### src/rtl/core/lsce_pkg.sv
// shared types and constants for the line segment corner extractor
`default_nettype none
package lsce_pkg;

   localparam logic [15:0] SIN_A = 16'd51472;
   localparam logic [14:0] SIN_B = 15'd21024;
   localparam logic [11:0] SIN_C = 12'd2320;
   localparam logic [15:0] QUARTER_TURN = 16'd16384;
   localparam logic [5:0] DIV_STEPS = 6'd47;

   localparam logic [1:0] CSR_ANGLE_MIN = 2'd0;
   localparam logic [1:0] CSR_DIST_SQ = 2'd1;
   localparam logic [1:0] CSR_ORIGIN_MIN = 2'd2;

   localparam logic [2:0] PT_I_START = 3'd0;
   localparam logic [2:0] PT_I_END = 3'd1;
   localparam logic [2:0] PT_J_START = 3'd2;
   localparam logic [2:0] PT_J_END = 3'd3;
   localparam logic [2:0] PT_ORIGIN = 3'd4;
   localparam logic [2:0] PT_COUNT = 3'd5;

   typedef struct packed {
      logic [15:0] seg_angle;
      logic signed [15:0] seg_radius;
      logic signed [15:0] start_x;
      logic signed [15:0] start_y;
      logic signed [15:0] end_x;
      logic signed [15:0] end_y;
      logic last_segment;
   } req_type;

   typedef struct packed {
      logic corner_found;
      logic signed [15:0] corner_x;
      logic signed [15:0] corner_y;
      logic last_corner;
   } rsp_type;

   typedef struct packed {
      logic [15:0] angle;
      logic signed [15:0] radius;
      logic signed [15:0] sx;
      logic signed [15:0] sy;
      logic signed [15:0] ex;
      logic signed [15:0] ey;
   } seg_type;

   typedef struct packed {
      logic [14:0] angle_min;
      logic [31:0] dist_sq;
      logic [31:0] origin_min;
   } cfg_type;

   typedef enum logic [1:0] {
      SIN_SI = 2'd0,
      SIN_CI = 2'd1,
      SIN_SJ = 2'd2,
      SIN_CJ = 2'd3
   } sin_sel_type;

   typedef enum logic [3:0] {
      MUL_NONE  = 4'd0,
      MUL_CI_SJ = 4'd1,
      MUL_SI_CJ = 4'd2,
      MUL_RI_SJ = 4'd3,
      MUL_RJ_SI = 4'd4,
      MUL_RJ_CI = 4'd5,
      MUL_RI_CJ = 4'd6,
      MUL_DX    = 4'd7,
      MUL_DY    = 4'd8
   } mul_sel_type;

   typedef enum logic [3:0] {
      ACC_NONE    = 4'd0,
      ACC_DET_SET = 4'd1,
      ACC_DET_SUB = 4'd2,
      ACC_NX_SET  = 4'd3,
      ACC_NX_SUB  = 4'd4,
      ACC_NY_SET  = 4'd5,
      ACC_NY_SUB  = 4'd6,
      ACC_SUM_SET = 4'd7,
      ACC_SUM_ADD = 4'd8
   } acc_op_type;

   typedef enum logic [1:0] {
      OUT_NONE  = 2'd0,
      OUT_MID   = 2'd1,
      OUT_LAST  = 2'd2,
      OUT_EMPTY = 2'd3
   } out_op_type;

   typedef struct packed {
      logic wr_en;
      logic load_i;
      logic load_j;
      logic sin_feed;
      sin_sel_type sin_sel;
      mul_sel_type mul_sel;
      logic [2:0] pt;
      acc_op_type acc_op;
      logic eval_en;
      logic [2:0] eval_pt;
      logic div_start;
      logic div_sel_y;
      logic cap_x;
      logic cap_y;
      logic pend_load;
      out_op_type out_op;
   } cmd_type;

   typedef struct packed {
      logic angle_ok;
      logic det_zero;
      logic div_done;
      logic div_ok;
      logic corner_ok;
   } sts_type;

endpackage
`default_nettype wire

### src/rtl/core/lsce_sin.sv
// four stage pipelined q1.15 sine from a binary angle
`default_nettype none
module lsce_sin (
   input  wire logic clock,
   input  wire logic reset,
   input  wire logic in_valid,
   input  wire logic [15:0] angle,
   output logic out_valid,
   output logic signed [15:0] value
);

   logic [1:0] q;
   logic [14:0] z0;
   logic [29:0] zz;
   logic [26:0] cz;
   logic [29:0] tz;
   logic [30:0] uz;
   logic [15:0] vv;
   logic [14:0] vc;

   logic v1_ff, v2_ff, v3_ff, v4_ff;
   logic [14:0] z1_ff, z2_ff, z3_ff;
   logic [14:0] zsq1_ff, zsq2_ff;
   logic n1_ff, n2_ff, n3_ff;
   logic [14:0] t2_ff;
   logic [15:0] u3_ff;
   logic signed [15:0] val_ff;

   assign q = angle[15:14];
   assign z0 = q[0] ? (15'd16384 - {1'b0, angle[13:0]}) : {1'b0, angle[13:0]};
   assign zz = {15'd0, z0} * {15'd0, z0};
   assign cz = 27'(lsce_pkg::SIN_C) * 27'(zsq1_ff);
   assign tz = 30'(t2_ff) * 30'(zsq2_ff);
   assign uz = 31'(u3_ff) * 31'(z3_ff);
   assign vv = 16'(uz >> 14);
   assign vc = vv[15] ? 15'h7fff : vv[14:0];

   always_ff @(posedge clock) begin
      if (reset) begin
         v1_ff <= 1'b0;
         v2_ff <= 1'b0;
         v3_ff <= 1'b0;
         v4_ff <= 1'b0;
      end else begin
         v1_ff <= in_valid;
         v2_ff <= v1_ff;
         v3_ff <= v2_ff;
         v4_ff <= v3_ff;
      end
      z1_ff <= z0;
      zsq1_ff <= 15'(zz >> 14);
      n1_ff <= q[1];
      z2_ff <= z1_ff;
      zsq2_ff <= zsq1_ff;
      n2_ff <= n1_ff;
      t2_ff <= lsce_pkg::SIN_B - 15'(cz >> 14);
      z3_ff <= z2_ff;
      n3_ff <= n2_ff;
      u3_ff <= lsce_pkg::SIN_A - 16'(tz >> 14);
      val_ff <= n3_ff ? -$signed({1'b0, vc}) : $signed({1'b0, vc});
   end

   assign out_valid = v4_ff;
   assign value = val_ff;

endmodule
`default_nettype wire

### src/rtl/core/lsce_div.sv
// restoring divider for the rounded intersection coordinate
`default_nettype none
module lsce_div (
   input  wire logic clock,
   input  wire logic reset,
   input  wire logic start,
   input  wire logic signed [31:0] num,
   input  wire logic signed [31:0] den,
   output logic done,
   output logic ok,
   output logic signed [15:0] quo
);

   logic [31:0] nabs, dabs;
   logic [32:0] trial;
   logic ge;
   logic [16:0] qneg;

   logic busy_ff, done_ff, neg_ff, ovf_ff;
   logic [5:0] cnt_ff;
   logic [46:0] n_ff;
   logic [31:0] rem_ff, den_ff;
   logic [16:0] q_ff;

   assign nabs = num[31] ? (~num + 32'd1) : num;
   assign dabs = den[31] ? (~den + 32'd1) : den;
   assign trial = {rem_ff, n_ff[46]};
   assign ge = trial >= {1'b0, den_ff};

   always_ff @(posedge clock) begin
      if (reset) begin
         busy_ff <= 1'b0;
         done_ff <= 1'b0;
         cnt_ff <= '0;
      end else begin
         done_ff <= 1'b0;
         if (start) begin
            busy_ff <= 1'b1;
            cnt_ff <= lsce_pkg::DIV_STEPS;
         end else if (busy_ff) begin
            cnt_ff <= cnt_ff - 6'd1;
            if (cnt_ff == 6'd1) begin
               busy_ff <= 1'b0;
               done_ff <= 1'b1;
            end
         end
      end
      if (start) begin
         // bias by half the divisor so truncation rounds half away from zero
         n_ff <= {nabs, 15'd0} + 47'(dabs >> 1);
         den_ff <= dabs;
         rem_ff <= '0;
         q_ff <= '0;
         ovf_ff <= 1'b0;
         neg_ff <= num[31] ^ den[31];
      end else if (busy_ff) begin
         rem_ff <= ge ? 32'(trial - {1'b0, den_ff}) : trial[31:0];
         q_ff <= {q_ff[15:0], ge};
         ovf_ff <= ovf_ff | q_ff[16];
         n_ff <= {n_ff[45:0], 1'b0};
      end
   end

   assign qneg = ~q_ff + 17'd1;
   assign done = done_ff;
   assign ok = !ovf_ff && (neg_ff ? (q_ff <= 17'd32768) : (q_ff <= 17'd32767));
   assign quo = neg_ff ? qneg[15:0] : q_ff[15:0];

endmodule
`default_nettype wire

### src/rtl/core/lsce_dp.sv
// datapath: segment store, sine pipe, shared multiplier, divider, output register
`default_nettype none
module lsce_dp #(
   parameter int MAX_SEGMENTS = 8
) (
   input  wire logic clock,
   input  wire logic reset,
   input  wire lsce_pkg::cmd_type cmd,
   input  wire logic [$clog2(MAX_SEGMENTS)-1:0] rd_addr,
   input  wire logic [$clog2(MAX_SEGMENTS)-1:0] wr_addr,
   input  wire lsce_pkg::req_type req,
   input  wire lsce_pkg::cfg_type cfg,
   output lsce_pkg::sts_type sts,
   output logic rsp_strobe,
   output lsce_pkg::rsp_type rsp_data
);

   lsce_pkg::seg_type mem_ff [MAX_SEGMENTS];
   lsce_pkg::seg_type rd_ff, seg_i_ff, seg_j_ff;
   logic signed [15:0] sv_ff [4];
   logic signed [35:0] prod_ff;
   logic signed [31:0] det_ff, nx_ff, ny_ff;
   logic [33:0] sum_ff;
   logic e_i_ff, e_j_ff, org_ff;
   logic signed [15:0] x_ff, y_ff, pend_x_ff, pend_y_ff;
   logic strobe_ff;
   lsce_pkg::rsp_type rsp_ff;

   logic [15:0] sin_angle;
   logic sin_vld;
   logic signed [15:0] sin_val;
   logic signed [17:0] mul_a, mul_b;
   logic signed [15:0] px, py;
   logic signed [16:0] dx, dy;
   logic signed [31:0] p32;
   logic [15:0] ad;
   logic [16:0] af1, af2;
   logic near, far;
   logic div_done, div_ok;
   logic signed [15:0] div_quo;

   // sine pipe
   always_comb begin
      case (cmd.sin_sel)
         lsce_pkg::SIN_SI: sin_angle = seg_i_ff.angle;
         lsce_pkg::SIN_CI: sin_angle = seg_i_ff.angle + lsce_pkg::QUARTER_TURN;
         lsce_pkg::SIN_SJ: sin_angle = seg_j_ff.angle;
         lsce_pkg::SIN_CJ: sin_angle = seg_j_ff.angle + lsce_pkg::QUARTER_TURN;
         default: sin_angle = seg_i_ff.angle;
      endcase
   end

   lsce_sin u_sin (
      .clock(clock),
      .reset(reset),
      .in_valid(cmd.sin_feed),
      .angle(sin_angle),
      .out_valid(sin_vld),
      .value(sin_val)
   );

   // folded angle difference
   assign ad = (seg_i_ff.angle >= seg_j_ff.angle) ? (seg_i_ff.angle - seg_j_ff.angle)
                                                  : (seg_j_ff.angle - seg_i_ff.angle);
   assign af1 = ({1'b0, ad} > 17'd32768) ? (17'd65536 - {1'b0, ad}) : {1'b0, ad};
   assign af2 = (af1 > 17'd16384) ? (17'd32768 - af1) : af1;

   // endpoint select for the distance checks
   always_comb begin
      case (cmd.pt)
         lsce_pkg::PT_I_START: begin
            px = seg_i_ff.sx;
            py = seg_i_ff.sy;
         end
         lsce_pkg::PT_I_END: begin
            px = seg_i_ff.ex;
            py = seg_i_ff.ey;
         end
         lsce_pkg::PT_J_START: begin
            px = seg_j_ff.sx;
            py = seg_j_ff.sy;
         end
         lsce_pkg::PT_J_END: begin
            px = seg_j_ff.ex;
            py = seg_j_ff.ey;
         end
         default: begin
            px = '0;
            py = '0;
         end
      endcase
   end

   assign dx = {px[15], px} - {x_ff[15], x_ff};
   assign dy = {py[15], py} - {y_ff[15], y_ff};

   // sv_ff[3..0] hold si, ci, sj, cj
   always_comb begin
      case (cmd.mul_sel)
         lsce_pkg::MUL_CI_SJ: begin
            mul_a = 18'(sv_ff[2]);
            mul_b = 18'(sv_ff[1]);
         end
         lsce_pkg::MUL_SI_CJ: begin
            mul_a = 18'(sv_ff[3]);
            mul_b = 18'(sv_ff[0]);
         end
         lsce_pkg::MUL_RI_SJ: begin
            mul_a = 18'(seg_i_ff.radius);
            mul_b = 18'(sv_ff[1]);
         end
         lsce_pkg::MUL_RJ_SI: begin
            mul_a = 18'(seg_j_ff.radius);
            mul_b = 18'(sv_ff[3]);
         end
         lsce_pkg::MUL_RJ_CI: begin
            mul_a = 18'(seg_j_ff.radius);
            mul_b = 18'(sv_ff[2]);
         end
         lsce_pkg::MUL_RI_CJ: begin
            mul_a = 18'(seg_i_ff.radius);
            mul_b = 18'(sv_ff[0]);
         end
         lsce_pkg::MUL_DX: begin
            mul_a = 18'(dx);
            mul_b = 18'(dx);
         end
         lsce_pkg::MUL_DY: begin
            mul_a = 18'(dy);
            mul_b = 18'(dy);
         end
         default: begin
            mul_a = '0;
            mul_b = '0;
         end
      endcase
   end

   assign p32 = prod_ff[31:0];
   assign near = sum_ff < {2'b00, cfg.dist_sq};
   assign far = sum_ff > {2'b00, cfg.origin_min};

   lsce_div u_div (
      .clock(clock),
      .reset(reset),
      .start(cmd.div_start),
      .num(cmd.div_sel_y ? ny_ff : nx_ff),
      .den(det_ff),
      .done(div_done),
      .ok(div_ok),
      .quo(div_quo)
   );

   always_ff @(posedge clock) begin
      if (cmd.wr_en) begin
         mem_ff[wr_addr] <= '{angle: req.seg_angle, radius: req.seg_radius,
                              sx: req.start_x, sy: req.start_y,
                              ex: req.end_x, ey: req.end_y};
      end
      rd_ff <= mem_ff[rd_addr];
   end

   always_ff @(posedge clock) begin
      if (cmd.load_i) seg_i_ff <= rd_ff;
      if (cmd.load_j) seg_j_ff <= rd_ff;
      if (sin_vld) begin
         sv_ff[3] <= sv_ff[2];
         sv_ff[2] <= sv_ff[1];
         sv_ff[1] <= sv_ff[0];
         sv_ff[0] <= sin_val;
      end
      prod_ff <= mul_a * mul_b;
      case (cmd.acc_op)
         lsce_pkg::ACC_DET_SET: det_ff <= p32;
         lsce_pkg::ACC_DET_SUB: det_ff <= det_ff - p32;
         lsce_pkg::ACC_NX_SET: nx_ff <= p32;
         lsce_pkg::ACC_NX_SUB: nx_ff <= nx_ff - p32;
         lsce_pkg::ACC_NY_SET: ny_ff <= p32;
         lsce_pkg::ACC_NY_SUB: ny_ff <= ny_ff - p32;
         lsce_pkg::ACC_SUM_SET: sum_ff <= prod_ff[33:0];
         lsce_pkg::ACC_SUM_ADD: sum_ff <= sum_ff + prod_ff[33:0];
         default: ;
      endcase
      if (cmd.load_i) begin
         e_i_ff <= 1'b0;
         e_j_ff <= 1'b0;
         org_ff <= 1'b0;
      end else if (cmd.eval_en) begin
         case (cmd.eval_pt)
            lsce_pkg::PT_I_START, lsce_pkg::PT_I_END: e_i_ff <= e_i_ff | near;
            lsce_pkg::PT_J_START, lsce_pkg::PT_J_END: e_j_ff <= e_j_ff | near;
            default: org_ff <= far;
         endcase
      end
      if (cmd.cap_x && div_done) x_ff <= div_quo;
      if (cmd.cap_y && div_done) y_ff <= div_quo;
      if (cmd.pend_load) begin
         pend_x_ff <= x_ff;
         pend_y_ff <= y_ff;
      end
      case (cmd.out_op)
         lsce_pkg::OUT_MID: rsp_ff <= '{corner_found: 1'b1, corner_x: pend_x_ff,
                                        corner_y: pend_y_ff, last_corner: 1'b0};
         lsce_pkg::OUT_LAST: rsp_ff <= '{corner_found: 1'b1, corner_x: pend_x_ff,
                                         corner_y: pend_y_ff, last_corner: 1'b1};
         lsce_pkg::OUT_EMPTY: rsp_ff <= '{corner_found: 1'b0, corner_x: 16'sd0,
                                          corner_y: 16'sd0, last_corner: 1'b1};
         default: ;
      endcase
   end

   always_ff @(posedge clock) begin
      if (reset) strobe_ff <= 1'b0;
      else strobe_ff <= cmd.out_op != lsce_pkg::OUT_NONE;
   end

   assign sts.angle_ok = af2 >= {2'b00, cfg.angle_min};
   assign sts.det_zero = det_ff == 32'sd0;
   assign sts.div_done = div_done;
   assign sts.div_ok = div_ok;
   assign sts.corner_ok = e_i_ff & e_j_ff & org_ff;
   assign rsp_strobe = strobe_ff;
   assign rsp_data = rsp_ff;

endmodule
`default_nettype wire

### config.mk
export PLATFORM = sky130hd
export DESIGN_NAME = lsce_dp
export DESIGN_NICKNAME = d
export VERILOG_FILES = /design/src/rtl/core/lsce_pkg.sv /design/src/rtl/core/lsce_sin.sv /design/src/rtl/core/lsce_div.sv /design/src/rtl/core/lsce_dp.sv
export SDC_FILE = /design/constraint.sdc
export NUM_CORES = 2
export LEC_CHECK = 0
export BUFFER_PORTS_ARGS = -buffer_cell sky130_fd_sc_hd__buf_2
export CAP_MARGIN = 10
export CELL_PAD_IN_SITES_DETAIL_PLACEMENT = 1
export CELL_PAD_IN_SITES_GLOBAL_PLACEMENT = 1
export CORE_UTILIZATION = 35
export CTS_CLUSTER_SIZE = 30
export DETAILED_ROUTE_END_ITERATION = 6
export GPL_ROUTABILITY_DRIVEN = 0
export PLACE_DENSITY = 0.65
export SETUP_SLACK_MARGIN = 0.05
export SLEW_MARGIN = 5
export SYNTH_ARGS = -nofsm -noshare
export SYNTH_HDL_FRONTEND = slang
export SYNTH_SLANG_ARGS = --single-unit
### constraint.sdc
create_clock -name clock -period 18.45 [get_ports clock]
set_input_delay 0.9225 -clock clock [delete_from_list [all_inputs] [get_ports clock]]
set_output_delay 0.9225 -clock clock [all_outputs]
set_load 0.005 [all_outputs]
**Word-level counts from Yosys, hierarchy flattened**

Memories as Yosys holds them, arrays and structs flattened. A register that Yosys moved wholly into a read port is not among the register bits.
Cells that the tools add are included.

- Output and inout port bits: 40
- Word-level logic and storage cells: 194
- Memory bits (writable): 832
- Memories kept: 2
- Input port bits: 212
- Flip-flop bits (word level): 725

- Multiply operators: 5
- Add/sub/neg operators: 22
- Reduce and logical (&&, ||, !) cells: 27
- $lt $le $gt $ge: 9
- Muxes and demuxes: 34
- Eq/ne operators: 29
- Bitwise operators: 11

Memories:

| name | words | width | rd ports | clocked after memory_dff | write ports | RTL line | text |
|---|---|---|---|---|---|---|---|
| mem_ff | 8 | 96 | 1 | 1 | 1 | lsce_dp.sv:18 | `lsce_pkg::seg_type mem_ff [MAX_SEGMENTS];` |
| sv_ff | 4 | 16 | 4 | 0 | 4 | lsce_dp.sv:20 | `logic signed [15:0] sv_ff [4];` |

Operator list:

| operator | count |
|---|---|
| case mux 18 bit (6 select lines) | 2 |
| case mux 16 bit (4 select lines) | 3 |
| case mux 32 bit (2 select lines) | 3 |
| two-way mux 32 bit | 4 |
| subtractor 32 bit | 4 |
| case mux 34 bit (3 select lines) | 1 |
| two-way mux 47 bit | 2 |
| case mux 34 bit (2 select lines) | 1 |
| adder 32 x 1 -> 32 bit, second input constant | 2 |
| inverter 32 bit | 2 |
| adder 47 x 31 -> 47 bit | 1 |
| two-way mux 15 bit | 3 |
| adder 34 bit | 1 |
| > comparator 34 x 32 -> 1 bit | 1 |
| < comparator 34 x 32 -> 1 bit | 1 |
| multiplier 18 x 18 -> 34 bit | 1 |
| two-way mux 17 bit | 2 |
| subtractor 16 x 16 -> 17 bit | 2 |
| greater-or-equal comparator 33 x 32 -> 1 bit | 1 |
| adder 16 x 15 -> 16 bit, second input constant | 2 |
| equality test 4 x 3 -> 1 bit, second input constant | 8 |
| logical NOT 32 bit | 1 |
| two-way mux 16 bit | 2 |
| subtractor 16 bit | 2 |
| 43 further kinds | 85 |

**Depth between registers and ports, before layout**

- Word-level depth: 7
- Gate-level depth with buffers: 47
- Depth with buffers taken out: 45

**Modules after synthesis**

A second synthesis with hierarchy kept.

- Cells, all modules: 9315
- Area total of the unflattened synthesis: 108567.9 um^2

By module, submodules not included:

| module | area each (um^2) | cells each | times used | seq. area each (um^2) |
|---|---|---|---|---|
| lsce_dp | 72482.0 | 5319 | 1 | 40278.6 |
| lsce_sin | 25777.2 | 2829 | 1 | 2582.5 |
| lsce_div | 10308.6 | 1167 | 1 | 3563.4 |

**Least setup slack after synthesis**

No wires, ideal clock.

- Kind: input to register
- Start: in cmd[17] (netlist bit)
- End: reg prod_ff[33]
- Path buffers: 3
- Data arrival time: 10.286 ns
- Setup slack: 8.091 ns
- Stages on the path: 42
- Required time: 18.378 ns
- Library setup time: 0.072 ns
- Cells stage by stage: nor3b_1 clkbuf_1 a221oi_1 ha_1 fa_1 nand3b_1 a21boi_0 o21ai_0 a21oi_1 o21ai_0 a21boi_0 o21ai_0 a21oi_1 o41ai_1 nand2b_1 a22o_1 a22o_1 or2_2 [6 not listed] inv_1 fa_1 fa_1 inv_1 fa_1 inv_1 fa_1 inv_1 ha_1 nor4_1 a21oi_1 o41ai_1 o2111ai_1 nand2_1 o21ai_0 o41a_1 a31oi_1 xnor2_1

- Longest elaborated chain between the ends: 5
- Elaborated cells on any way between the ends: 11
- Those cells by class: 2 x add/sub; 1 x mul; 3 x eq/ne; 4 x mux; 1 x reduce/logical

RTL lines:

| item | RTL line | text |
|---|---|---|
| start, declared | lsce_dp.sv:8 | `input wire lsce_pkg::cmd_type cmd,` |
| equality test 3 x 2 -> 1 bit, or another cell as far along | lsce_dp.sv:70 | `case (cmd.pt)` |
| case mux 16 bit (4 select lines) | lsce_dp.sv:70 |  |
| subtractor 16 x 16 -> 17 bit, on equally long branches | lsce_dp.sv:95, lsce_dp.sv:94 |  |
| case mux 18 bit (6 select lines) | lsce_dp.sv:99 | `case (cmd.mul_sel)` |
| multiplier 18 x 18 -> 34 bit * | lsce_dp.sv:172 | `prod_ff <= mul_a * mul_b;` |
| end signal, assigned | lsce_dp.sv:172 |  |
| end, declared | lsce_dp.sv:21 | `logic signed [35:0] prod_ff;` |

Every way passes the cells marked *; elsewhere a longest branch is shown, timed or not.
A chain may end at the register's enable or synchronous reset.

**Worst setup path in the final report**

Ends and elaborated chain as after synthesis.

==> key figures <==
Critical path
  • Max stage delay on crit path: 0.91 ns
  • Critical Path Start Type: input pin
  • CP max FO: 32
  • Most repeated library cell on the critical path: fa_1
  • Worst Path Required: 19.19 ns
  • CP Class: input pin to register
  • CP Capture Type: register
  • Critical path's slowest cell: nand3_1
  • Worst Path Arrival: 13.10 ns

Detailed routing
  • Wirelength per Cell: 21.30 µm
  • Mean number of vias per cell: 5.111
  • Vias: 69440
  • Routed Wire Length: 289400 µm
  • DR pass1 iterations: 7
  • Drt initial violations: 3851
  • Final ANT Viol Nets: 0
  • DR DRC count: 1

Timing
  • Clk_skew: 0.07016 ns
  • Rel. slew slack: 24.91%
  • Final Critical Period: 12.36 ns
  • Final setup vio count: 0
  • TNS Setup: 0 ns
  • Period utilization: 66.99%
  • Unrepaired setup endpoints after global routing: false
  • F_max: 80.91 MHz
  • Worst slew pin tran: 1.126 ns
  • Final Hold Viols: 0
  • Slew Viols, Final: 0

Die
  • Height of the chip: 554.9 µm
  • Core ar.: 0.3035 mm²
  • DIE AREA: 0.3079 mm²
  • Ports: 252
  • Initial core utilization: 35.24%
  • Width of the chip: 554.9 µm
  • Row count: 202

Clocking
  • Clock net sink count: 1653
  • Post-CTS Setup Bufs: 0
  • TritonCTS clock tree: done
  • Root buf cell: clkbuf_16
  • TritonCTS Buffers: 183
  • Post-CTS Hold Buffers: 0
  • Clk_lat worst skew: 0.88 ns
  • Max Buffers Root-to-Sink: 4
  • H-tree depth: 4
  • Reg clk slew, reported paths: 0.05 ns
  • Post-CTS sizing: 0

GRT
  • Largest net degree at the start of global routing: 90
  • Vias in the first global route: 76730
  • First-pass GRT wire length: 451500 µm
  • Global Route Usage Sum: 18.85%
  • Antenna violations before repair: 76
  • Total gr overflow: 0

Place
  • I/O Buffers: 249
  • Dpl hpwl: 214200 µm

Layout
  • Nets: 11070
  • Layout area overhead: 11.27%
  • Most frequent cells in the layout: edfxtp_1, inv_1, nand2_1
  • Share of cells above drive strength 1: 10.94%
  • Most common cell after layout, fill and taps aside: edfxtp_1

Synthesis
  • Mapped Area: 0.1070 mm²
  • Syn Inst Count: 9105
  • #FFs+latches synth: 1653
  • Synth warn: 0
  • Ys flop type: edfxtp_1
  • Mean post-synth cell area: 11.75 µm²
  • Ys async rst share: 0%
  • Seq/Total Area, Yosys: 43.39%
  • Post-synth EDFFs: 1332
  • Yosys cell types: 105

Worst hold path
  • Hold Path Class: input pin to register

Run status
  • Outcome: finished, violations left
  • Failing checks: DRC

Job
  • Maxcap violations: 0
==> area by class of cell <==
| class | count | area (µm²) |
|---|---|---|
| fill | 32600 | 184500 |
| antenna | 26 | 65.06 |
| multi-input combinational | 5925 | 54920 |
| inverter | 1231 | 4621 |
| tap | 4080 | 5105 |
| clock buffer | 249 | 5070 |
| timing repair buffer | 333 | 1922 |
| clock inverter | 90 | 909.6 |
| sequential | 1653 | 46430 |
==> cell usage after synthesis, types with 63 or more instances <==
library cell,instances,area share (%)
nor2b_1,68,0.40
mux2_2,151,1.6
a22oi_1,100,0.70
inv_1,1223,4.3
edfxtp_1,1332,37
fa_1,805,15
nand2_1,899,3.2
mux2i_1,72,0.67
o21a_1,64,0.45
a21oi_1,273,1.3
mux4_2,192,4.0
o21ai_0,330,1.5
xnor2_1,266,2.2
dfxtp_1,321,6.0
nor2_1,486,1.7
ha_1,729,8.5
nor3_1,128,0.60
a211oi_1,63,0.44
nand2b_1,81,0.47
nand3_1,91,0.43
clkbuf_1,252,0.88
a21o_1,112,0.79
xor2_1,145,1.2
and2_1,260,1.5
==> routing by layer <==
layer  share of wire (%)  track usage (%)  up-vias
met5                0.14                0        -
met4                 3.3            5.850       60
met3                 4.9            2.872      456
met2                  48            31.94     1358
met1                  44            24.73    35690
li1                    -                -    31880
==> through the flow <==
stage / cell area (µm²) / util (%) / hold slack [ns] / worst slack, ns / cells
after floorplan: 107000 / - / 0.3096 / 8.091 / 9113
after global placement: 113000 / 37.22 / 0.3151 / 5.669 / 13220
after detailed placement: 113000 / 37.22 / 0.3135 / 5.367 / 13220
after CTS: 119000 / 39.19 / 0.2096 / 6.290 / 13560
after global routing: 119000 / 39.21 / 0.2633 / 5.383 / 13580
final: 119000 / 39.22 / 0.3022 / 6.091 / 13590
==> worst max-delay path: cells and delay by family <==
family / cells / cell delay (ns)
simple gates: 8 / 1.81
compound gates: 18 / 4.56
buf+inv: 7 / 1.38
xor+xnor: 2 / 0.28
fa+ha+maj: 9 / 4.12
==> flip-flops by register name (all words and copies together), names as in the netlist, 34 cells and up <==
signal and flops:
mem_ff 768, prod_ff 34, rd_ff 96, rsp_data 34, seg_i_ff 96, seg_j_ff 96
sum_ff 34, sv_ff 64, u_div.n_ff 47
==> cells by family after synthesis <==
logic type      synth area share [%]
simple gates                   9.739
fa+ha+maj                      23.59
mux                            6.305
xor+xnor                       3.395
buf+inv                        5.428
other cells                 0.007020
flops                          43.39
compound gates                 8.142
==> worst paths after layout <==
path | startpoint | endpoint | slack [ns] | cells after the start
hold reg to reg | u_sin.z1_ff[4] | u_sin.z2_ff[4] | 0.33 | 0
setup / recovery | cmd[17] | prod_ff[33] | 6.09 | 44
hold / removal | cmd[1] | rsp_data[0] | 0.30 | 1
setup reg to reg | seg_j_ff[1] | prod_ff[33] | 6.54 | 40
Power is not shown: default switching activity piles up to over one toggle a cycle in this logic, so the estimate is an artifact.
