$ cat config.mk
export PLATFORM = sky130hd
export DESIGN_NAME = lsce_ctrl
export DESIGN_NICKNAME = d
export VERILOG_FILES = /design/src/rtl/core/lsce_pkg.sv /design/src/rtl/core/lsce_ctrl.sv
export SDC_FILE = /design/constraint.sdc
export NUM_CORES = 1
export LEC_CHECK = 0
export ABC_AREA = 1
export BUFFER_PORTS_ARGS = -buffer_cell sky130_fd_sc_hd__buf_2
export CAP_MARGIN = 20
export CORE_ASPECT_RATIO = 1.5
export CORE_MARGIN = 2
export CORE_UTILIZATION = 57
export CTS_CLUSTER_SIZE = 30
export DETAILED_ROUTE_END_ITERATION = 10
export PLACE_DENSITY_LB_ADDON = 0.15
export SLEW_MARGIN = 20
export SYNTH_ARGS = -nofsm -noshare
export SYNTH_HDL_FRONTEND = slang
export SYNTH_SLANG_ARGS = --single-unit
$ cat constraint.sdc
create_clock -name clock -period 2.38 [get_ports clock]
set_input_delay 0.357 -clock clock [delete_from_list [all_inputs] [get_ports clock]]
set_output_delay 0.357 -clock clock [all_outputs]
set_load 0.01 [all_outputs]
$ cat src/rtl/core/lsce_pkg.sv
// shared types and constants for the line segment corner extractor
`default_nettype none
package lsce_pkg;

   localparam logic [15:0] SIN_A = 16'd51472;
   localparam logic [14:0] SIN_B = 15'd21024;
   localparam logic [11:0] SIN_C = 12'd2320;
   localparam logic [15:0] QUARTER_TURN = 16'd16384;
   localparam logic [5:0] DIV_STEPS = 6'd47;

   localparam logic [1:0] CSR_ANGLE_MIN = 2'd0;
   localparam logic [1:0] CSR_DIST_SQ = 2'd1;
   localparam logic [1:0] CSR_ORIGIN_MIN = 2'd2;

   localparam logic [2:0] PT_I_START = 3'd0;
   localparam logic [2:0] PT_I_END = 3'd1;
   localparam logic [2:0] PT_J_START = 3'd2;
   localparam logic [2:0] PT_J_END = 3'd3;
   localparam logic [2:0] PT_ORIGIN = 3'd4;
   localparam logic [2:0] PT_COUNT = 3'd5;

   typedef struct packed {
      logic [15:0] seg_angle;
      logic signed [15:0] seg_radius;
      logic signed [15:0] start_x;
      logic signed [15:0] start_y;
      logic signed [15:0] end_x;
      logic signed [15:0] end_y;
      logic last_segment;
   } req_type;

   typedef struct packed {
      logic corner_found;
      logic signed [15:0] corner_x;
      logic signed [15:0] corner_y;
      logic last_corner;
   } rsp_type;

   typedef struct packed {
      logic [15:0] angle;
      logic signed [15:0] radius;
      logic signed [15:0] sx;
      logic signed [15:0] sy;
      logic signed [15:0] ex;
      logic signed [15:0] ey;
   } seg_type;

   typedef struct packed {
      logic [14:0] angle_min;
      logic [31:0] dist_sq;
      logic [31:0] origin_min;
   } cfg_type;

   typedef enum logic [1:0] {
      SIN_SI = 2'd0,
      SIN_CI = 2'd1,
      SIN_SJ = 2'd2,
      SIN_CJ = 2'd3
   } sin_sel_type;

   typedef enum logic [3:0] {
      MUL_NONE  = 4'd0,
      MUL_CI_SJ = 4'd1,
      MUL_SI_CJ = 4'd2,
      MUL_RI_SJ = 4'd3,
      MUL_RJ_SI = 4'd4,
      MUL_RJ_CI = 4'd5,
      MUL_RI_CJ = 4'd6,
      MUL_DX    = 4'd7,
      MUL_DY    = 4'd8
   } mul_sel_type;

   typedef enum logic [3:0] {
      ACC_NONE    = 4'd0,
      ACC_DET_SET = 4'd1,
      ACC_DET_SUB = 4'd2,
      ACC_NX_SET  = 4'd3,
      ACC_NX_SUB  = 4'd4,
      ACC_NY_SET  = 4'd5,
      ACC_NY_SUB  = 4'd6,
      ACC_SUM_SET = 4'd7,
      ACC_SUM_ADD = 4'd8
   } acc_op_type;

   typedef enum logic [1:0] {
      OUT_NONE  = 2'd0,
      OUT_MID   = 2'd1,
      OUT_LAST  = 2'd2,
      OUT_EMPTY = 2'd3
   } out_op_type;

   typedef struct packed {
      logic wr_en;
      logic load_i;
      logic load_j;
      logic sin_feed;
      sin_sel_type sin_sel;
      mul_sel_type mul_sel;
      logic [2:0] pt;
      acc_op_type acc_op;
      logic eval_en;
      logic [2:0] eval_pt;
      logic div_start;
      logic div_sel_y;
      logic cap_x;
      logic cap_y;
      logic pend_load;
      out_op_type out_op;
   } cmd_type;

   typedef struct packed {
      logic angle_ok;
      logic det_zero;
      logic div_done;
      logic div_ok;
      logic corner_ok;
   } sts_type;

endpackage
`default_nettype wire

$ cat src/rtl/core/lsce_ctrl.sv
// controller: segment loading and the pairwise corner search sequence
`default_nettype none
module lsce_ctrl #(
   parameter int MAX_SEGMENTS = 8
) (
   input  wire logic clock,
   input  wire logic reset,
   input  wire logic start,
   input  wire logic last_segment,
   output logic busy,
   input  wire lsce_pkg::sts_type sts,
   output lsce_pkg::cmd_type cmd,
   output logic [$clog2(MAX_SEGMENTS)-1:0] rd_addr,
   output logic [$clog2(MAX_SEGMENTS)-1:0] wr_addr
);

   localparam int IW = $clog2(MAX_SEGMENTS);
   localparam int CW = $clog2(MAX_SEGMENTS + 1);

   typedef enum logic [15:0] {
      S_IDLE  = 16'h0001,
      S_RDI   = 16'h0002,
      S_RDJ   = 16'h0004,
      S_LDJ   = 16'h0008,
      S_ANG   = 16'h0010,
      S_SIN   = 16'h0020,
      S_MUL   = 16'h0040,
      S_DETC  = 16'h0080,
      S_DIVX  = 16'h0100,
      S_WAITX = 16'h0200,
      S_DIVY  = 16'h0400,
      S_WAITY = 16'h0800,
      S_DIST  = 16'h1000,
      S_EMIT  = 16'h2000,
      S_NEXT  = 16'h4000,
      S_DONE  = 16'h8000
   } state_type;

   state_type state_ff, state_in;
   logic [CW-1:0] cnt_seg_ff, cnt_seg_in;
   logic [IW-1:0] i_ff, i_in, j_ff, j_in;
   logic [2:0] step_ff, step_in;
   logic [2:0] pt_ff, pt_in;
   logic [1:0] ph_ff, ph_in;
   logic pend_ff, pend_in;
   logic accept, full;
   logic [CW-1:0] cnt_new, j_next, i_next2;

   assign accept = start && (state_ff == S_IDLE);
   assign full = cnt_seg_ff == CW'(MAX_SEGMENTS);
   assign cnt_new = full ? cnt_seg_ff : cnt_seg_ff + 1'b1;
   assign j_next = CW'(j_ff) + 1'b1;
   assign i_next2 = CW'(i_ff) + CW'(2);

   always_comb begin
      state_in = state_ff;
      cnt_seg_in = cnt_seg_ff;
      i_in = i_ff;
      j_in = j_ff;
      step_in = step_ff;
      pt_in = pt_ff;
      ph_in = ph_ff;
      pend_in = pend_ff;
      cmd = '0;
      rd_addr = i_ff;
      wr_addr = cnt_seg_ff[IW-1:0];
      case (state_ff)
         S_IDLE: begin
            if (accept) begin
               cmd.wr_en = !full;
               cnt_seg_in = cnt_new;
               if (last_segment) begin
                  i_in = '0;
                  j_in = IW'(1);
                  state_in = (cnt_new >= CW'(2)) ? S_RDI : S_DONE;
               end
            end
         end
         S_RDI: state_in = S_RDJ;
         S_RDJ: begin
            rd_addr = j_ff;
            cmd.load_i = 1'b1;
            state_in = S_LDJ;
         end
         S_LDJ: begin
            cmd.load_j = 1'b1;
            state_in = S_ANG;
         end
         S_ANG: begin
            step_in = '0;
            state_in = sts.angle_ok ? S_SIN : S_NEXT;
         end
         S_SIN: begin
            // four feeds, then drain the four stage pipe
            cmd.sin_feed = !step_ff[2];
            case (step_ff[1:0])
               2'd0: cmd.sin_sel = lsce_pkg::SIN_SI;
               2'd1: cmd.sin_sel = lsce_pkg::SIN_CI;
               2'd2: cmd.sin_sel = lsce_pkg::SIN_SJ;
               default: cmd.sin_sel = lsce_pkg::SIN_CJ;
            endcase
            step_in = step_ff + 3'd1;
            if (step_ff == 3'd7) state_in = S_MUL;
         end
         S_MUL: begin
            case (step_ff)
               3'd0: cmd.mul_sel = lsce_pkg::MUL_CI_SJ;
               3'd1: begin
                  cmd.mul_sel = lsce_pkg::MUL_SI_CJ;
                  cmd.acc_op = lsce_pkg::ACC_DET_SET;
               end
               3'd2: begin
                  cmd.mul_sel = lsce_pkg::MUL_RI_SJ;
                  cmd.acc_op = lsce_pkg::ACC_DET_SUB;
               end
               3'd3: begin
                  cmd.mul_sel = lsce_pkg::MUL_RJ_SI;
                  cmd.acc_op = lsce_pkg::ACC_NX_SET;
               end
               3'd4: begin
                  cmd.mul_sel = lsce_pkg::MUL_RJ_CI;
                  cmd.acc_op = lsce_pkg::ACC_NX_SUB;
               end
               3'd5: begin
                  cmd.mul_sel = lsce_pkg::MUL_RI_CJ;
                  cmd.acc_op = lsce_pkg::ACC_NY_SET;
               end
               default: cmd.acc_op = lsce_pkg::ACC_NY_SUB;
            endcase
            step_in = step_ff + 3'd1;
            if (step_ff == 3'd6) state_in = S_DETC;
         end
         S_DETC: state_in = sts.det_zero ? S_NEXT : S_DIVX;
         S_DIVX: begin
            cmd.div_start = 1'b1;
            state_in = S_WAITX;
         end
         S_WAITX: begin
            cmd.cap_x = 1'b1;
            if (sts.div_done) state_in = sts.div_ok ? S_DIVY : S_NEXT;
         end
         S_DIVY: begin
            cmd.div_start = 1'b1;
            cmd.div_sel_y = 1'b1;
            state_in = S_WAITY;
         end
         S_WAITY: begin
            cmd.cap_y = 1'b1;
            pt_in = '0;
            ph_in = '0;
            if (sts.div_done) state_in = sts.div_ok ? S_DIST : S_NEXT;
         end
         S_DIST: begin
            // per point: square dx, square dy, add; compare overlaps next point
            cmd.pt = pt_ff;
            cmd.eval_pt = pt_ff - 3'd1;
            case (ph_ff)
               2'd0: begin
                  cmd.eval_en = pt_ff != 3'd0;
                  if (pt_ff == lsce_pkg::PT_COUNT) begin
                     state_in = S_EMIT;
                  end else begin
                     cmd.mul_sel = lsce_pkg::MUL_DX;
                     ph_in = 2'd1;
                  end
               end
               2'd1: begin
                  cmd.mul_sel = lsce_pkg::MUL_DY;
                  cmd.acc_op = lsce_pkg::ACC_SUM_SET;
                  ph_in = 2'd2;
               end
               default: begin
                  cmd.acc_op = lsce_pkg::ACC_SUM_ADD;
                  ph_in = 2'd0;
                  pt_in = pt_ff + 3'd1;
               end
            endcase
         end
         S_EMIT: begin
            // hold one corner back so the final one can carry last_corner
            if (sts.corner_ok) begin
               cmd.pend_load = 1'b1;
               cmd.out_op = pend_ff ? lsce_pkg::OUT_MID : lsce_pkg::OUT_NONE;
               pend_in = 1'b1;
            end
            state_in = S_NEXT;
         end
         S_NEXT: begin
            if (j_next < cnt_seg_ff) begin
               j_in = j_next[IW-1:0];
               state_in = S_RDI;
            end else if (i_next2 < cnt_seg_ff) begin
               i_in = i_ff + 1'b1;
               j_in = i_next2[IW-1:0];
               state_in = S_RDI;
            end else begin
               state_in = S_DONE;
            end
         end
         S_DONE: begin
            cmd.out_op = pend_ff ? lsce_pkg::OUT_LAST : lsce_pkg::OUT_EMPTY;
            pend_in = 1'b0;
            cnt_seg_in = '0;
            state_in = S_IDLE;
         end
         default: state_in = S_IDLE;
      endcase
   end

   always_ff @(posedge clock) begin
      if (reset) begin
         state_ff <= S_IDLE;
         cnt_seg_ff <= '0;
         pend_ff <= 1'b0;
         i_ff <= '0;
         j_ff <= '0;
         step_ff <= '0;
         pt_ff <= '0;
         ph_ff <= '0;
      end else begin
         state_ff <= state_in;
         cnt_seg_ff <= cnt_seg_in;
         pend_ff <= pend_in;
         i_ff <= i_in;
         j_ff <= j_in;
         step_ff <= step_in;
         pt_ff <= pt_in;
         ph_ff <= ph_in;
      end
   end

   assign busy = state_ff != S_IDLE;

   a_seg_count_bound: assert property (@(posedge clock) disable iff (reset)
      cnt_seg_ff <= CW'(MAX_SEGMENTS))
      else $error("segment count above capacity");

   a_not_last_stays_idle: assert property (@(posedge clock) disable iff (reset)
      accept && !last_segment |=> state_ff == S_IDLE)
      else $error("non-final segment started a search");

   a_pair_order: assert property (@(posedge clock) disable iff (reset)
      state_ff != S_IDLE && state_ff != S_DONE |-> j_ff > i_ff)
      else $error("pair indices out of order");

   a_pair_in_range: assert property (@(posedge clock) disable iff (reset)
      state_ff != S_IDLE && state_ff != S_DONE |-> CW'(j_ff) < cnt_seg_ff)
      else $error("pair index beyond loaded segments");

endmodule
`default_nettype wire

### Yosys cells after proc, flatten, opt, wreduce, memory -nomap -nowiden

Index checks and enable logic that the tools add are counted.

* output and inout bits: 35
* input port bits: 9
* flip-flop bits (word level): 35

* magnitude comparators: 3
* $add $sub $neg: 7
* reductions and logical operators: 22
* equality and inequality tests: 43
* multiplexer cells: 63

Operators with widths (number)
* $pmux 16 s15: 1
* $mux 16: 11
* $mux 15: 4
* $mux 3: 14
* $pmux 4 s2: 5
* $pmux 3 s6: 2
* $pmux 3 s2: 4
* $ne 2x2->1 const B: 11
* $eq 16x1->1 const B: 1
* $eq 16x10->1 const B: 1
* $eq 16x11->1 const B: 1
* $eq 16x12->1 const B: 1
* $eq 16x13->1 const B: 1
* $eq 16x14->1 const B: 1
* $eq 16x15->1 const B: 1
* $eq 16x16->1 const B: 1
* $eq 16x2->1 const B: 1
* $eq 16x3->1 const B: 1
* $eq 16x4->1 const B: 1
* $eq 16x5->1 const B: 1
* $eq 16x6->1 const B: 1
* $eq 16x7->1 const B: 1
* $eq 16x8->1 const B: 1
* $eq 16x9->1 const B: 1
* other kinds (33): 70

### Depth between registers and ports, before layout

Gate-level depths: netlist of the first run.

* depth after elaboration: 7
* mapped depth: 12
* mapped depth without buffers: 12

### Least setup slack after synthesis of the first run

No wires, ideal clock.

* kind: reg-to-reg
* start point: register j_ff[0]
* end point: register i_ff[1]
* buffers on the path: 0
* stages on the path, launching flop included: 13
* required time: 2.252 ns
* arrival time: 1.705 ns
* period minus slack after synthesis: 1.833 ns
* path slack: 0.547 ns
* cells stage by stage: dfxtp_1 > ha_1 > xnor2_1 > inv_1 > ha_1 > a21oi_1 > nand2_1 > nor2_1 > nor2_4 > nand2_1 > nand2_1 > nand2_1 > nor2_1

* word-level cells in the longest chain between the ends: 4

Ends and longest elaborated chain
* start, declared: line lsce_ctrl.sv:41 `logic [IW-1:0] i_ff, i_in, j_ff, j_in;`
* start signal, assigned: line lsce_ctrl.sv:225 `j_ff <= j_in;`
* $add 3x1->4: line lsce_ctrl.sv:52 `assign j_next = CW'(j_ff) + 1'b1;`
* $lt 4x4->1: line lsce_ctrl.sv:189 `if (j_next < cnt_seg_ff) begin`
* $ne 2x2->1 (no source line)
* $reduce_and 5->1 (no source line)
* end signal, assigned: line lsce_ctrl.sv:224 `i_ff <= i_in;`
* end, declared: line lsce_ctrl.sv:41

No other way between the ends.
A chain may end at the register's enable or synchronous reset.

==> out/metrics.yaml, run 1 <==
outcome:
  status: "complete, but fails checks"
  violations: "DRC"
critical_path:
  slowest_stage: "dfxtp_1"
  cp_common_cell: "nand2_1"
  path_buf_inv: 2
  crit_path_max_incr_delay_ps: 330
  cp_cell_sequence: "nor2_1, nand2_2, nor2_4, nand2_1, inv_1, o21ai_0, nand2_1, buf_2"
  timing.rr.end: "i_ff[1]"
  critPathKind: "register to output port"
  required_ps: 2020
  cpLargestDelayFamily: "simple AND/OR/NAND/NOR gates"
  rrSetupSlack_ps: 350
  cp.arrival_ps: 1850
  endpoint_kind: "output port"
  worstPathMaxFanout: 8
  worstReg2RegStart: "j_ff[0]"
  reg2regPathDepth: 11
  worstSetupStartpointType: "register"
yosys:
  yosys-top-cells-area: "dfxtp_1 27%, nand2_1 13%, ha_1 11%, nor2_1 9.6%, inv_1 7.9%"
  synth_fp_nets: 435
  synthCells: 404
  synth.distinct_cells: 29
  yosys_warnings: 0
  yosys.area.top_type_share_pct: 27.1
  seq_area_frac_synth_pct: 27.1
  synth-seq-cells: 35
  syn_area_mm2: 0.00258
  syn-mean-instance-area_um2: 6.39
  synth_top_area_cell: "dfxtp_1"
clock_tree:
  cts.path.max_buffers: 2
  cts_sinks: 35
  postCtsHoldBufs: 0
  clk_latency_ps: 290
  htreeDepth: 2
  tritoncts: "built"
  path_clk_slew_ps: 70
  root_buffer: "clkbuf_8"
  cts_buffers: 5
drt:
  drc: 3
  first_pass_iters: 7
  routedWlPerCell_um: 11.9
  routed_wl_um: 5980
  drt_iter0_drc: 114
  drt-vias-per-instance: 5.16
  vias: 2591
  ant_nets: 0
sta:
  drv_slew: 0
  rsz0062_at_grt: "false"
  fin_skew_ps: 2.47
  worst_slew_pin_slew_ps: 309
  post-route-period-util_pct: 92.6
  relSlewSlack_pct: 79.4
  setup_tns_ps: 0
  finalHoldViolCount: 0
  finalSetupViolCount: 0
  fin_crit_ps: 2200
  max_freq_mhz: 454
  worst_hold_slack_ps: 241
final_layout:
  final_area_mm2: 0.00295
  nets: 485
  area_growth_pct: 14.3
  drive_gt1_share_pct: 18.7
  diodes: 0
place:
  portBuffers: 43
  dp_hpwl_um: 4720
  dpl-instance-area_mm2: 0.00282
  gp_congestion: 0.899
floorplan:
  std_cell_rows: 30
  die_height_um: 86.4
  io-pin-count: 44
  design.core.area_mm2: 0.00443
  start_util_pct: 58.3
  dieArea_mm2: 0.00509
  fp.dieW_um: 58.9
global_route:
  grt_pass1_vias: 2408
  grt.total_usage_pct: 24.4
  grt_max_degree: 18
  grt_pass1_wl_um: 9820
  antenna_found_initial: 0
  grt-ovfl-total: 0
worst_hold_path:
  hold_depth: 2
  hold_path.class: "input pin to register"
  hp-start: "sts[3]"
  whs_endpoint: "state_ff[8]"
power_and_ir_drop:
  peakVddDrop_mv: 0.604
  p_leak_nw: 1.60
  power_density_mw_per_mm2: 785
flow_run:
  cap_viol_max_count: 0
[cells in the mapped netlist]
library cell   n
a21oi_1       25
buf_4          4
buf_6          2
clkbuf_1       3
dfxtp_1       35
ha_1          22
inv_1         54
inv_2          3
nand2_1       91
nand2_2        6
nand2_4        2
nand3_1       38
nand3_2        1
nand3b_1       2
nor2_1        66
nor2_2         7
nor2_4         3
nor2_8         2
nor3_1         8
nor4_1         1
o2111ai_1      1
o21a_1         1
o21ai_0       17
o21ai_1        3
o21ai_2        1
o31ai_1        1
or2_0          1
xnor2_1        3
xor2_1         1
[power breakdown]
part	leakage, nW	switching (mW)	total, mW	internal, mW
registers	0.283	0.0554	0.702	0.646
clock network	0.0470	0.216	0.443	0.227
logic	1.27	0.746	1.17	0.426
total	1.60	1.02	2.32	1.30
[kinds of logic (layout without fill, tap and decap cells)]
group                      after synthesis  in the layout  synth area share, %
AOI/OAI and AO/OA                       49             49                 9.99
adders and majority gates               22             22                 10.7
xor gates and xnor gates                 4              4                 1.36
and+or+nand+nor                        228            228                 40.1
DFF                                     35             35                 27.1
buffers and inverters                   66            116                 10.8
[worst register-to-register path: stages, from the launching register on]
cell	delay, ps
dfxtp_1	370
inv_1	80
nor3_1	240
ha_1	290
a21oi_1	220
nand2_1	190
nor2_1	220
nor2_4	70
nand2_1	90
nand2_1	60
nand2_1	50
nor2_1	30
[stage by stage]
| stage | setup WS (ps) | utilization (%) | cells | total power, mW |
|---|---|---|---|---|
| 2_1_floorplan | 547 | - | 404 | 1.60 |
| 3_3_place_gp | 428 | 63.6 | 489 | 1.80 |
| 3_5_place_dp | 330 | 63.6 | 489 | 1.82 |
| 4_1_cts | 90.2 | 65.5 | 496 | 2.26 |
| 5_1_grt | 16.5 | 66.6 | 502 | 2.52 |
| 6_report | 177 | 66.6 | 502 | 2.32 |
[flip-flops by register name, indices dropped and copies added (netlist names)]
name and cells:
step_ff 3, pt_ff 3, j_ff 3, i_ff 3, cnt_seg_ff 4, pend_ff 1
ph_ff 2, state_ff 16
[cell type report]
cell class              count  area [um^2]
multi-input cells         303         1610
well taps                  48         60.1
repair buffers             52          283
clock inverters             1         5.00
flip-flops and latches     35          701
inverters                  57          214
clock buffers               6         82.6
fillers                   448         1480
[metal layers]
layer | up-vias | global-route usage [%] | wire (um)
li1 | 1383 | - | -
met1 | 1150 | 25.6 | 2490
met2 | 43 | 44.6 | 3150
met3 | 15 | 4.18 | 151
met4 | 0 | 13.0 | 189
met5 | - | 0 | 0
[worst max-delay path by stage]
stage / depth (start not counted) / endpoint / startpoint / slack (ps)
2_1_floorplan: 12 / i_ff[1] / j_ff[0] / 550
3_3_place_gp: 12 / i_ff[1] / j_ff[0] / 430
3_5_place_dp: 11 / i_ff[1] / j_ff[0] / 330
4_1_cts: 8 / cmd[18] / state_ff[11] / 90
5_1_grt: 8 / cmd[18] / state_ff[12] / 20
6_report: 8 / cmd[18] / state_ff[12] / 180
[timing repair]
item | in CTS | in global routing
setup buffers | 0 | 6
endpoints found under the hold margin | 0 | 0
resized for setup | 0 | 1
endpoints found under the setup margin | 0 | 3
[cells in the final DEF (no fill, tap or decap), drive strengths merged]
master and n:
nand2 99, nor2 78, inv 57, buf 52, nand3 39, dfxtp 35
a21oi 25, ha 22, o21ai 21, nor3 8, clkbuf 6, xnor2 3
nand3b 2, or2 1, o21a 1, o31ai 1, nor4 1, xor2 1
o2111ai 1, clkinv 1
(Power assumes the default switching activity.)
==> run 2: changes to the inputs <==
- CELL_PAD_IN_SITES_DETAIL_PLACEMENT: default -> 1
- CELL_PAD_IN_SITES_GLOBAL_PLACEMENT: default -> 1
- CORE_UTILIZATION: 57 -> 39
- CTS_CLUSTER_SIZE: 30 -> 16
==> out/metrics.yaml, run 2 (synthesized netlist as in run 1, its figures left out) <==
floorplan:
  design.core.area_mm2: 0.00644  # was 0.00443 mm^2
  die_height_um: 104  # was 86.4 um
  dieArea_mm2: 0.00730  # was 0.00509 mm^2
  fp.dieW_um: 70.4  # was 58.9 um
  start_util_pct: 40.1  # was 58.3%
  io-pin-count: 44  # unchanged
  std_cell_rows: 36  # was 30
power_and_ir_drop:
  power_density_mw_per_mm2: 834  # was 785 mW/mm^2
  p_leak_nw: 1.62  # was 1.60 nW
  peakVddDrop_mv: 0.452  # was 0.604 mV
sta:
  relSlewSlack_pct: 77.2  # was 79.4%
  finalSetupViolCount: 0  # unchanged
  post-route-period-util_pct: 92.3  # was 92.6%
  setup_tns_ps: 0  # unchanged
  rsz0062_at_grt: "false"  # unchanged
  fin_crit_ps: 2200  # about the same
  drv_slew: 0  # unchanged
  finalHoldViolCount: 0  # unchanged
  max_freq_mhz: 455  # was 454 MHz
  fin_skew_ps: 6.32  # was 2.47 ps
  worst_slew_pin_slew_ps: 342  # was 309 ps
critical_path:
  slowest_stage: "dfxtp_1"  # unchanged
  endpoint_kind: "output port"  # unchanged
  worstReg2RegStart: "j_ff[0]"  # unchanged
  critPathKind: "register to output port"  # unchanged
  required_ps: 2020  # about the same
  timing.rr.end: "i_ff[1]"  # unchanged
  cp_cell_sequence: "nor2_2, nand2_2, nor2_4, buf_4, nand2_1, a21oi_1, buf_2"  # was nor2_1, nand2_2, nor2_4, nand2_1, inv_1, o21ai_0, nand2_1, buf_2
  cp.arrival_ps: 1840  # was 1850 ps
  worstPathMaxFanout: 9  # was 8
  reg2regPathDepth: 12  # was 11
  cpLargestDelayFamily: "simple AND/OR/NAND/NOR gates"  # unchanged
  worstSetupStartpointType: "register"  # unchanged
  path_buf_inv: 2  # unchanged
  rrSetupSlack_ps: 260  # was 350 ps
  crit_path_max_incr_delay_ps: 340  # was 330 ps
clock_tree:
  clk_latency_ps: 290  # about the same
  cts_buffers: 5  # unchanged
  root_buffer: "clkbuf_8"  # unchanged
  postCtsHoldBufs: 0  # unchanged
  path_clk_slew_ps: 80  # was 70 ps
  tritoncts: "built"  # unchanged
  htreeDepth: 2  # unchanged
  cts.path.max_buffers: 2  # unchanged
  cts_sinks: 35  # unchanged
final_layout:
  diodes: 0  # unchanged
  final_common_cell: "nand2_1"  # unchanged
  final_cell_mix: "89 x nand2_1, 61 x nor2_1, 54 x inv_1"  # was 91 x nand2_1, 65 x nor2_1, 54 x inv_1
  final_core_util_pct: 47.0  # was 66.6%
  largest_register: "state_ff"  # unchanged
  nets: 484  # was 485
  reg_top3: "state_ff: 16 flops, cnt_seg_ff: 4 flops"  # unchanged
  area_growth_pct: 17.3  # was 14.3%
  largest_reg_flops: 16  # unchanged
  final_cells: 530  # was 502
  drive_gt1_share_pct: 20.0  # was 18.7%
drt:
  routedWlPerCell_um: 14.1  # was 11.9 um
  drt_iter0_drc: 65  # was 114
  routed_wl_um: 7460  # was 5980 um
  drc: 0  # was 3
  vias: 2702  # was 2591
  first_pass_iters: 4  # was 7
  drt-vias-per-instance: 5.10  # was 5.16
  ant_nets: 0  # unchanged
global_route:
  grt_pass1_vias: 2765  # was 2408
  grt_max_degree: 17  # was 18
  grt.total_usage_pct: 20.9  # was 24.4%
  grt_pass1_wl_um: 12400  # was 9820 um
  antenna_found_initial: 0  # unchanged
  grt-ovfl-total: 0  # unchanged
worst_hold_path:
  whs_endpoint: "state_ff[8]"  # unchanged
  hold_depth: 2  # unchanged
  hp-start: "sts[3]"  # unchanged
  hold_path.class: "input pin to register"  # unchanged
place:
  placed_cells: 517  # was 489
  gp_congestion: 0.850  # was 0.899
  portBuffers: 43  # unchanged
  dp_hpwl_um: 6020  # was 4720 um
flow_run:
  cap_viol_max_count: 0  # unchanged
outcome:
  status: "complete, no violations"  # was complete, but fails checks
==> run 2: report_power, final <==
part           leakage [nW]  total, mW  switching, mW  internal [mW]
Sequential            0.283      0.708         0.0617          0.646
Clock                0.0612      0.575          0.236          0.339
Combinational          1.27       1.24          0.820          0.423
Total                  1.62       2.53           1.12           1.41
==> run 2: area by class of cell <==
cell class	count	area, um^2
Fill cell	893	3410
Multi-Input combinational cell	303	1630
Sequential cell	35	701
Timing Repair Buffer	51	275
Inverter	57	214
Tap cell	76	95.1
Clock buffer	6	82.6
Clock inverter	2	35.0
==> run 2: worst reg2reg max path, delay by kind of cell (launching register included) <==
| family | cells | cell delay (ps) |
|---|---|---|
| and+or+nand+nor | 7 | 760 |
| adders and majority gates | 2 | 390 |
| DFF | 1 | 340 |
| AOI/OAI and AO/OA | 1 | 240 |
| xor gates and xnor gates | 1 | 200 |
| buffers and inverters | 1 | 70 |
==> run 2: layer usage <==
metal	wire length, um	global-route usage, %
met3	160	2.82
met4	85	6.04
met1	2880	20.4
met2	4330	43.3
met5	0	0
==> run 2: worst max-delay path by stage <==
stage            startpoint  cells after the start      end
2_1_floorplan       j_ff[0]                     12  i_ff[1]
3_3_place_gp    state_ff[8]                      8  cmd[20]
3_5_place_dp        j_ff[0]                     12  i_ff[1]
4_1_cts         state_ff[8]                      8  cmd[19]
5_1_grt         state_ff[6]                      8  cmd[20]
6_report       state_ff[12]                      7  cmd[23]
==> run 2: through the flow <==
| step | worst slack, ps | power [mW] | hold WS, ps | area [um^2] |
|---|---|---|---|---|
| 2_1_floorplan | 547 | 1.60 | 434 | 2580 |
| 3_3_place_gp | 376 | 1.85 | 465 | 2850 |
| 3_5_place_dp | 250 | 1.90 | 472 | 2850 |
| 4_1_cts | 30.9 | 2.48 | 245 | 2970 |
| 5_1_grt | 19.8 | 2.74 | 254 | 3030 |
| 6_report | 182 | 2.53 | 249 | 3030 |
==> run 2: timing repair <==
item	4_1_cts	5_1_grt
endpoints found under the hold margin	0	0
gates resized for setup	0	8
buffers inserted	0	5
endpoints found under the setup margin	0	11
